File: src/rtl/core/dlpd_pkg.sv
`default_nettype none
package dlpd_pkg;

  localparam int STORE_DEPTH = 512;
  localparam int IDX_W       = (STORE_DEPTH > 1) ? $clog2(STORE_DEPTH) : 1;
  localparam int CNT_W       = $clog2(STORE_DEPTH + 1);
  localparam int MAG_W       = 33;

  localparam logic [7:0] CH_SPACE = 8'h20;
  localparam logic [7:0] CH_PLUS  = 8'h2B;
  localparam logic [7:0] CH_MINUS = 8'h2D;
  localparam logic [7:0] CH_ZERO  = 8'h30;
  localparam logic [7:0] CH_NINE  = 8'h39;

  localparam logic [MAG_W-1:0] POS_LIMIT = 33'h0_7FFF_FFFF;
  localparam logic [MAG_W-1:0] NEG_LIMIT = 33'h0_8000_0000;

  localparam logic [2:0] ST_OK       = 3'd0;
  localparam logic [2:0] ST_BADCHAR  = 3'd1;
  localparam logic [2:0] ST_SIGNONLY = 3'd2;
  localparam logic [2:0] ST_RANGE    = 3'd3;
  localparam logic [2:0] ST_DUP      = 3'd4;
  localparam logic [2:0] ST_FULL     = 3'd5;
  localparam logic [2:0] ST_ABORTED  = 3'd6;

  typedef struct packed {
    logic take;
    logic close;
    logic search;
    logic finish;
  } dlpd_cmd_t;

  typedef struct packed {
    logic closes;
    logic do_search;
    logic hit;
    logic last;
    logic out_free;
  } dlpd_sts_t;

endpackage
`default_nettype wire

File: src/rtl/core/dlpd_ctrl.sv
`default_nettype none
module dlpd_ctrl
  import dlpd_pkg::*;
(
  input  wire logic      clk_i,
  input  wire logic      rst_ni,
  input  wire logic      in_valid_i,
  output logic           in_stall_o,
  input  wire dlpd_sts_t sts_i,
  output dlpd_cmd_t      cmd_o
);

  localparam logic [1:0] S_IDLE   = 2'd0;
  localparam logic [1:0] S_CLOSE  = 2'd1;
  localparam logic [1:0] S_SEARCH = 2'd2;
  localparam logic [1:0] S_FINISH = 2'd3;

  logic [1:0] state_q, state_d;

  always_comb begin
    state_d = state_q;
    cmd_o   = '0;
    unique case (state_q)
      S_IDLE: begin
        cmd_o.take = in_valid_i;
        if (in_valid_i && sts_i.closes) begin
          state_d = S_CLOSE;
        end
      end
      S_CLOSE: begin
        cmd_o.close = 1'b1;
        state_d = sts_i.do_search ? S_SEARCH : S_FINISH;
      end
      S_SEARCH: begin
        cmd_o.search = 1'b1;
        if (sts_i.hit || sts_i.last) begin
          state_d = S_FINISH;
        end
      end
      S_FINISH: begin
        cmd_o.finish = sts_i.out_free;
        if (sts_i.out_free) begin
          state_d = S_IDLE;
        end
      end
      default: state_d = S_IDLE;
    endcase
  end

  assign in_stall_o = (state_q != S_IDLE);

  always_ff @(posedge clk_i or negedge rst_ni) begin
    if (!rst_ni) begin
      state_q <= S_IDLE;
    end else begin
      state_q <= state_d;
    end
  end

endmodule
`default_nettype wire

File: config.mk
export PLATFORM = sky130hd
export DESIGN_NAME = dlpd_ctrl
export DESIGN_NICKNAME = d
export VERILOG_FILES = /design/src/rtl/core/dlpd_pkg.sv /design/src/rtl/core/dlpd_ctrl.sv
export SDC_FILE = /design/constraint.sdc
export NUM_CORES = 1
export LEC_CHECK = 0
export ABC_AREA = 1
export BUFFER_PORTS_ARGS = -buffer_cell sky130_fd_sc_hd__buf_4
export CORE_AREA = 2 2 39 41
export CTS_CLUSTER_DIAMETER = 80
export DETAILED_ROUTE_END_ITERATION = 6
export DIE_AREA = 0 0 41 43
export PLACE_DENSITY = 0.46
export REMOVE_ABC_BUFFERS = 1
export SYNTH_ARGS = -nofsm -noshare
export SYNTH_HDL_FRONTEND = slang
export SYNTH_SLANG_ARGS = --single-unit
File: constraint.sdc
create_clock -name clk_i -period 3 [get_ports clk_i]
set_input_delay 0 -clock clk_i [delete_from_list [all_inputs] [get_ports clk_i]]
set_output_delay 0 -clock clk_i [all_outputs]
set_load 0.01 [all_outputs]
; ---- After elaboration in Yosys (flattened, before gate mapping)
; Index checks and enable logic that the tools add are counted.
[word_totals]
output_inout_bits = 5
input_bits = 8
elab_cells = 21
ff_bits = 2
[op_classes]
eq_ne = 6
n_reduce_logical = 5
mux = 9
[op_table]
columns = operator, count
row1 = 2-bit case mux with 4 select lines, 1
row2 = 2-bit two-way mux, 3
row3 = 2-bit inequality test (second input constant), 3
row4 = 1-bit two-way mux, 5
row5 = 2-bit equality test (second input constant), 2
row6 = 3-bit AND reduction, 1
row7 = 2-bit by 1-bit equality test with 1-bit output (second input constant), 1
row8 = 2-bit zero test, 1
row9 = 2-bit nonzero test, 1
row10 = 1-bit logical AND, 1
row11 = 1-bit logical OR, 1

; ---- Longest topological paths before layout
; Gate-level depths: netlist (run 1).
[depth]
ltp_word = 3
depth_mapped = 7
depth_no_buf = 7

; ---- Least setup slack after synthesis (run 1)
; OpenSTA, ideal clock, no wires.
[synth_timing]
path_type = register to register
startpoint = register state_q[0]
endpoint = register state_q[0]
arrival_ns = 1.019
required_time_ns = 2.884
slack_ns = 1.865
path_stages_with_launch = 8
period_less_slack_ns = 1.135
path_cell_list = dfrtp_1 -> inv_2 -> ha_1 -> nand2_1 -> nor2_1 -> nor2_2 -> nand2_1 -> nand2_1
[synth_via]
elab_chain_len = 3
[synth_lines]
columns = element, line
row1 = from (decl), dlpd_ctrl.sv:18  ; logic [1:0] state_q, state_d;
row2 = from (signal assigned), dlpd_ctrl.sv:56  ; state_q <= state_d;
row3 = 2-bit equality test or 2-bit zero test (tied branches), dlpd_ctrl.sv:23  ; unique case (state_q)
row4 = 2-bit inequality test (no source line), -
row5 = 3-bit AND reduction (no source line), -
; Several ways; a longest one is shown, not always the timed one.
; A chain may end at the register's enable or synchronous reset.

==> results_dict.tcl, run 1 <==
set metrics [dict create \
    hold_class "input port to async pin" \
    synth.area.top_cells "ha_1 26%, dfrtp_1 21%, nand2_1 17%" \
    rsz0062_at_grt "false" \
    gp_congestion 0.691 \
    cp-start-kind "flip-flop" \
    min_period_ns 1.20 \
    outcome "complete, no violations" \
    slowest_stage "dfrtp_1" \
    clock_insertion_delay_worst_skew_ns 0.22 \
    first_pass_iters 2 \
    die_x_um 41 \
    grt_max_degree 6 \
    place_ws_ns 1.80 \
    fin_crit_sh_pct 39.9 \
    cp_common_cell "inv_1" \
    dpl.hpwl_um 400 \
    die_y_um 43 \
    timing.critical_path.cells "inv_1 -> ha_1 -> nand2_1 -> inv_1 -> buf_4" \
    worstSetupPathType "flip-flop to primary output" \
    crit_path_end_kind "primary output" \
    yosysUniqueCellTypes 12 \
    htree_num_levels 1 \
    dieArea_um2 1760 \
    hold_violations 0 \
    fin_ws_ns 1.80 \
    vdd_drop_max_mv 0.390 \
    synth_top_area_share_pct 26.0 \
    wl_met2_um 246 \
    clock_sinks 2 \
    viasPerCell 3.72 \
    ctsResizeCount 0 \
    drc 0 \
    synth_area_leader_cell "ha_1" \
    wl_met1_um 204 \
    synth_area_um2 240 \
    largest-register "state_q" \
    crit_family "flip-flops" \
    drtIter0Drc 3 \
    routed_wl_um 484 \
    grt_pass1_wl_um 855 \
    fin_nets 66 \
    start_util_pct 17.4 \
    setup_tns_ns 0 \
    top_regs "state_q x2" \
    wl_per_cell_um 7.22 \
    r2r_cells 6 \
    cts_root_buf "clkbuf_4" \
    cp_max_fo 5 \
    critPathArrivalTime_ns 1.20 \
    vias 249 \
    critPathMaxStageDelay_ns 0.42 \
    io_pins 13 \
    critical_path.startpoint "state_q[1]" \
    cts_tree "done" \
    p_per_area_nw_per_um2 887 \
    grt_pass1_vias 242 \
    r2r_slack_ns 1.81 \
    dpl-instance-area_um2 350 \
    worstReg2RegStart "state_q[1]" \
    syn_avg_cell_area_um2 6.86 \
    grt_usage_pct 7.83 \
    drive_above_1_share_pct 41.2 \
    worstPathRequired_ns 3.00 \
    synth_seq_cells 2 \
    coreArea_um2 1380 \
    slew_viol_final 0 \
    ant_nets 0 \
    route.top_layer_used "met3" \
    grt-ovfl-total 0 \
    slew_headroom_pct 87.8 \
    finalSetupViolations 0 \
    worstMarginPinSlew_ns 0.182 \
    reg2reg_to "state_q[0]" \
    final_area_um2 383 \
    diodes 0 \
    antenna_found_initial 0 \
    synthCells 35 \
    wl_met3_um 33 \
    port_buffers 12 \
    core.rowCount 14 \
    max_freq_mhz 834 \
    cts_buffer_depth 2 \
    largest_register_ffs 2 \
    clk_pin_slew_ns 0.03 \
    cts_made_buffers 3 \
    maxCapViolCount 0 \
    critPathBufInv 3 \
    ys_warn_count 0 \
    ys_seq_area_share_pct 20.8 \
    final_core_util_pct 27.7 \
    p_leak_nw 0.231 \
    area_growth_pct 59.4 \
    fin_worst_skew_ns 0.00362 \
]
-- layout by cell type, fill, tap and decap left out --
cell,n
a21oi_2,1
buf_4,12
clkbuf_4,3
dfrtp_1,2
dlygate4sd3_1,1
ha_1,5
inv_1,6
inv_2,1
nand2_1,11
nand2_2,3
nand3_1,1
nand3b_1,1
nand4_1,1
nor2_1,2
nor2_2,1
-- logic make-up (layout without fill, tap and decap cells) --
family	count (synthesis)	count (layout)	share of synthesized area [%]
adders and majority gates	5	5	26.0
and+or+nand+nor	20	20	38.5
buffers and inverters	7	23	10.9
DFF	2	2	20.8
AOI/OAI and AO/OA	1	1	3.65
-- final cells by class --
class / count / area, um^2
Fill cell: 164 / 1000
Timing Repair Buffer: 13 / 100
Sequential cell: 2 / 50.0
Inverter: 7 / 26.3
Multi-Input combinational cell: 26 / 164
Tap cell: 16 / 20.0
Clock buffer: 3 / 22.5
-- layer usage --
layer  up-vias  track usage [%]
met5         -                0
met4         0             8.00
met2         8             9.69
met1       104             8.36
met3         0             4.71
li1        137                -
-- synth_stat cells, drive strengths merged --
| library cell | count |
|---|---|
| inv | 7 |
| nand2 | 14 |
| ha | 5 |
| nand3 | 1 |
| nand4 | 1 |
| nor2 | 3 |
| a21oi | 1 |
| nand3b | 1 |
| dfrtp | 2 |
-- report_power, final --
group          leakage (nW)  switching (mW)  total, mW  internal (mW)
Sequential           0.0240          0.0210     0.0636         0.0426
Combinational         0.193           0.115      0.218          0.103
Clock                0.0138          0.0140     0.0581         0.0440
-- per-stage QoR --
stage / instances / power [mW] / hold slack (ns)
4_1_cts: 67 / 0.349 / 0.0899
3_3_place_gp: 63 / 0.284 / -0.217
5_1_grt: 67 / 0.387 / 0.0991
6_report: 67 / 0.340 / 0.109
3_5_place_dp: 63 / 0.285 / -0.216
2_1_floorplan: 35 / 0.209 / -0.296
-- how the worst max path moves through the flow --
stage | endpoint | slack, ns | cells past startpoint
finish | cmd_o[3] | 1.80 | 5
global route | state_q[1] | 1.69 | 6
CTS | cmd_o[3] | 1.78 | 5
detailed placement | state_q[0] | 1.80 | 6
global placement | state_q[0] | 1.81 | 6
floorplan | state_q[0] | 1.87 | 7
-- timing repair --
item,4_1_cts,5_1_grt
setup buffers,0,0
endpoints found under the hold margin,2,0
hold buffers,1,0
Note: power is estimated with default switching activity, not from simulation.
==> run 2, diff against run 1 <==
- ABC_AREA: 1 -> 0
- PLACE_DENSITY: 0.46 -> 0.43
- clock period: 3 -> 1.2 ns (I/O delays scaled with it)
==> results_dict.tcl, run 2 <==
set metrics [dict create \
    outcome "finished, violations left" \
    violations "negative setup slack" \
    grt_max_degree 5 \
    fin_crit_sh_pct 120 \
    start_util_pct 14.9 \
    critPathArrivalTime_ns 1.54 \
    clk_pin_slew_ns 0.03 \
    ys_warn_count 0 \
    grt_pass1_vias 267 \
    synth_edf_count 0 \
    port_buffers 12 \
    p_leak_nw 0.235 \
    finalSetupViolations 4 \
    max_freq_mhz 692 \
    synth_area_um2 206 \
    drtIter0Drc 1 \
    finalNonFillerCells 60 \
    yosysUniqueCellTypes 10 \
    grt_pass1_wl_mm 1.05 \
    synthCells 21 \
    cts_made_buffers 3 \
    ys.flop_type "dfrtp_1" \
    io_pins 13 \
    fin_worst_skew_ns 0.00100 \
    diodes 0 \
    rsz0062_at_grt "true" \
    grt_usage_pct 9.24 \
    first_pass_iters 2 \
    die_y_um 43 \
    synth.area.top_cells "ha_1 30%, dfrtp_1 24%, mux2_2 11%" \
    crit_path_end_kind "flip-flop" \
    cp-start-kind "flip-flop" \
    routed_wl_um 581 \
    largest_register_ffs 2 \
    clock_insertion_delay_worst_skew_ns 0.22 \
    dpl-instance-area_um2 362 \
    viasPerCell 3.72 \
    drc 0 \
    vdd_drop_max_mv 0.983 \
    synth_commonest_cells "5 x ha_1, 5 x inv_1, 2 x dfrtp_1, 2 x mux2_2, 2 x nand2_1" \
    synth_area_leader_cell "ha_1" \
    cts_buffer_depth 2 \
    fin_ws_ns -0.246 \
    ant_nets 0 \
    worstMarginPinSlew_ns 0.261 \
    core.rowCount 14 \
    die_x_um 41 \
    setup_tns_ns -0.569 \
    fin_nets 59 \
    clock_sinks 2 \
    area_growth_pct 132 \
    dieArea_um2 1760 \
    dp_cells 55 \
    p_per_area_nw_per_um2 2520 \
    cp_max_fo 3 \
    htree_num_levels 1 \
    final_core_util_pct 34.5 \
    grt-ovfl-total 0 \
    worstSetupPathType "flip-flop to flip-flop" \
    top_regs "state_q x2" \
    slew_headroom_pct 82.6 \
    dpl.hpwl_um 472 \
    coreArea_um2 1380 \
    vias 223 \
    maxCapViolCount 0 \
    final_area_um2 478 \
    ys_seq_area_share_pct 24.2 \
    syn_avg_cell_area_um2 9.83 \
    drive_above_1_share_pct 77.3 \
    hold_class "input port to async pin" \
    cts_root_buf "clkbuf_4" \
    slew_viol_final 0 \
    cts_tree "done" \
    worstPathRequired_ns 1.30 \
    final_common_cell "buf_4" \
    synth_seq_cells 2 \
    async_flop_share_pct 100 \
    antenna_found_initial 0 \
    hold_violations 0 \
    largest-register "state_q" \
    gp_congestion 0.662 \
    synth_top_area_share_pct 30.3 \
    min_period_ns 1.45 \
    wl_per_cell_um 9.68 \
    layout_common_cells "15 x buf_4, 4 x buf_6, 3 x inv_1, 3 x clkbuf_4" \
]
run 2: cell types whose count changed in the layout (fill, tap and decap cells not counted), sizes merged:
| cell | change |
|---|---|
| nand3 | -1 |
| and2 | +2 |
| mux2 | +2 |
| nor3b | +1 |
| nand4 | -1 |
| buf | +7 |
| a221oi | +1 |
| nand2 | -12 |
| nand3b | -1 |
| a21oi | -1 |
| o221ai | +1 |
| inv | -2 |
| nor2 | -3 |
run 2: path summary, 6_finish.rpt:
kind / slack (ns) / to / cells past startpoint / from
min: 0.1 / state_q[0] / 2 / rst_ni
max in group asynchronous: 1.00 / state_q[1] / 2 / rst_ni
min reg2reg: 0.60 / state_q[1] / 1 / state_q[1]
max reg2reg: -0.25 / state_q[1] / 5 / state_q[0]
max: -0.25 / state_q[1] / 5 / state_q[0]
min in group clk_i: 0.23 / state_q[0] / 3 / sts_i[3]
run 2: kinds of logic after synthesis:
kind of cell	share of synthesized area, %
and+or+nand+nor	13.9
AOI/OAI and AO/OA	11.5
DFF	24.2
buffers and inverters	9.09
muxes	10.9
adders and majority gates	30.3
run 2: per-layer routing:
metal	global-route usage (%)	part of all wire, %
met1	8.36	40
met2	14.7	50
met3	3.66	9.0
met4	8.00	0
met5	0	0
run 2: timing repair:
action | 4_1_cts | 5_1_grt
setup endpoints to repair | 5 | 7
buffers inserted | 2 | 0
gates resized for setup | 13 | 5
endpoints found under the hold margin | 2 | 0
pin swaps | 2 | 1
hold buffers | 1 | 0
run 2: critical path: stages (launching register included):
cell,delay (ns)
dfrtp_1,0.38
inv_2,0.08
ha_4,0.16
nor3b_4,0.15
a221oi_4,0.23
mux2_4,0.33
run 2: final cells by class:
class                   instances  area [um^2]
fillers                       151          906
multi-input cells              14          198
repair buffers                 20          168
flip-flops and latches          2         51.3
clock buffers                   3         22.5
well taps                      16         20.0
inverters                       5         18.8
run 2: per-stage QoR:
stage,hold slack [ns],setup WS (ns),power [mW]
2_1_floorplan,-0.296,-0.351,0.467
3_3_place_gp,-0.217,-0.286,0.772
5_1_grt,0.0854,-0.308,1.34
3_5_place_dp,-0.215,-0.344,0.805
4_1_cts,0.0871,-0.245,1.16
6_report,0.0976,-0.246,1.21
run 2: power by group:
group	leakage, nW	internal [mW]	switching [mW]
Combinational	0.198	0.568	0.332
Clock	0.0138	0.110	0.0345
Sequential	0.0224	0.111	0.0511
==> run 3, diff against run 2 <==
- PLACE_DENSITY: 0.43 -> 0.45
- clock period: 1.2 -> 1.31 ns (I/O delays scaled with it)
==> results_dict.tcl, run 3 (synthesis gave the netlist of run 2 again) <==
set metrics [dict create \
    fin_worst_skew_ns 0.000224 \
    antenna_found_initial 0 \
    critPathArrivalTime_ns 1.55 \
    grt_usage_pct 7.32 \
    crit_family "flip-flops" \
    fin_nets 60 \
    dieArea_um2 1760 \
    gp_congestion 0.618 \
    grt_pass1_wl_um 793 \
    critPathMaxStageDelay_ns 0.38 \
    violations "negative setup slack" \
    die_y_um 43 \
    r2r_slack_ns -0.14 \
    coreArea_um2 1380 \
    drtIter0Drc 0 \
    viasPerCell 3.74 \
    worstSetupPathType "flip-flop to flip-flop" \
    ant_nets 0 \
    drc 0 \
    slew_viol_final 0 \
    vias 228 \
    start_util_pct 14.9 \
    cp-start-kind "flip-flop" \
    wl_per_cell_um 9.16 \
    slowest_stage "dfrtp_1" \
    grt_pass1_vias 217 \
    grt_max_degree 5 \
    min_period_ns 1.45 \
    reg2reg_to "state_q[1]" \
    largest_register_ffs 2 \
    clock_sinks 2 \
    area_growth_pct 123 \
    final_common_cell "buf_4" \
    grt-ovfl-total 0 \
    cts_made_buffers 3 \
    io_pins 13 \
    cts_buffer_depth 2 \
    diodes 0 \
    holdWs_ns 0.0937 \
    dpl.hpwl_um 382 \
    worstReg2RegStart "state_q[0]" \
    cts_tree "done" \
    first_pass_iters 1 \
    p_leak_nw 0.235 \
    maxCapViolCount 0 \
    die_x_um 41 \
    slew_headroom_pct 81.7 \
    port_buffers 12 \
    largest-register "state_q" \
    rsz0062_at_grt "true" \
    r2r_cells 5 \
    hold_violations 0 \
    timing.critical_path.cells "inv_2 -> ha_4 -> nor3b_4 -> a221oi_4 -> mux2_4" \
    worstMarginPinSlew_ns 0.274 \
    clock_insertion_delay_worst_skew_ns 0.22 \
    worstPathRequired_ns 1.41 \
    cts_root_buf "clkbuf_4" \
    crit_path_end_kind "flip-flop" \
    finalSetupViolations 3 \
    drive_above_1_share_pct 75.6 \
    layout_common_cells "20 x buf_4, 4 x inv_1, 3 x ha_2, 3 x clkbuf_4" \
    clk_pin_slew_ns 0.03 \
    final_core_util_pct 33.3 \
    core.rowCount 14 \
    critPathBufInv 1 \
    hold_class "input port to async pin" \
    fin_ws_ns -0.140 \
    top_regs "state_q x2" \
    routed_wl_um 559 \
    p_per_area_nw_per_um2 2280 \
    cp_max_fo 3 \
    htree_num_levels 1 \
    fin_crit_sh_pct 111 \
    vdd_drop_max_mv 0.785 \
    outcome "finished, violations left" \
    max_freq_mhz 690 \
]
-- run 3: cell count changes in the layout (fill, tap and decap cells not counted) --
| cell | previous run | this run |
|---|---|---|
| buf_4 | 15 | 20 |
| buf_6 | 4 | 0 |
| ha_2 | 2 | 3 |
| ha_4 | 2 | 1 |
| inv_1 | 3 | 4 |
| inv_2 | 2 | 1 |
-- run 3: cell type report --
| class | instances | area, um^2 |
|---|---|---|
| Timing Repair Buffer | 21 | 160 |
| Multi-Input combinational cell | 14 | 188 |
| Tap cell | 16 | 20.0 |
| Clock buffer | 3 | 22.5 |
| Inverter | 5 | 18.8 |
| Fill cell | 139 | 923 |
| Sequential cell | 2 | 51.3 |
-- run 3: metal layers --
metal / global-route usage, % / part of all wire, % / up-vias
met5: 0 / 0 / -
li1: - / - / 116
met3: 2.09 / 13 / 0
met4: 8.00 / 0 / 0
met2: 13.1 / 55 / 12
met1: 4.81 / 32 / 100
-- run 3: worst max path at each step --
stage | slack, ns | cells past startpoint | to | startpoint
final | -0.14 | 5 | state_q[1] | state_q[0]
after global routing | -0.19 | 5 | state_q[0] | state_q[0]
after CTS | -0.13 | 4 | state_q[0] | state_q[1]
after detailed placement | -0.23 | 5 | state_q[0] | state_q[0]
after global placement | -0.22 | 5 | state_q[1] | state_q[0]
after floorplan | -0.24 | 5 | state_q[0] | state_q[0]
-- run 3: what timing repair did --
item | in CTS | in global routing
hold buffers | 1 | 0
gates resized for setup | 12 | 0
hold endpoints to repair | 2 | 0
pin swaps | 2 | 0
setup buffers | 2 | 0
cloned | 0 | 0
endpoints found under the setup margin | 3 | 4
-- run 3: through the flow --
step / setup WS, ns / power, mW / setup TNS (ns) / cells / area, um^2
floorplan: -0.241 / 0.428 / -0.481 / 21 / 206
global placement: -0.224 / 0.724 / -0.445 / 55 / 362
detailed placement: -0.226 / 0.719 / -0.447 / 55 / 362
CTS: -0.129 / 1.06 / -0.283 / 61 / 460
global route: -0.192 / 1.15 / -0.512 / 61 / 460
finish: -0.140 / 1.05 / -0.298 / 61 / 460
-- run 3: report_power, final --
| group | total [mW] | internal [mW] | switching (mW) | leakage [nW] |
|---|---|---|---|---|
| combinational | 0.770 | 0.489 | 0.281 | 0.199 |
| clock | 0.135 | 0.101 | 0.0344 | 0.0138 |
| sequential | 0.145 | 0.102 | 0.0432 | 0.0224 |
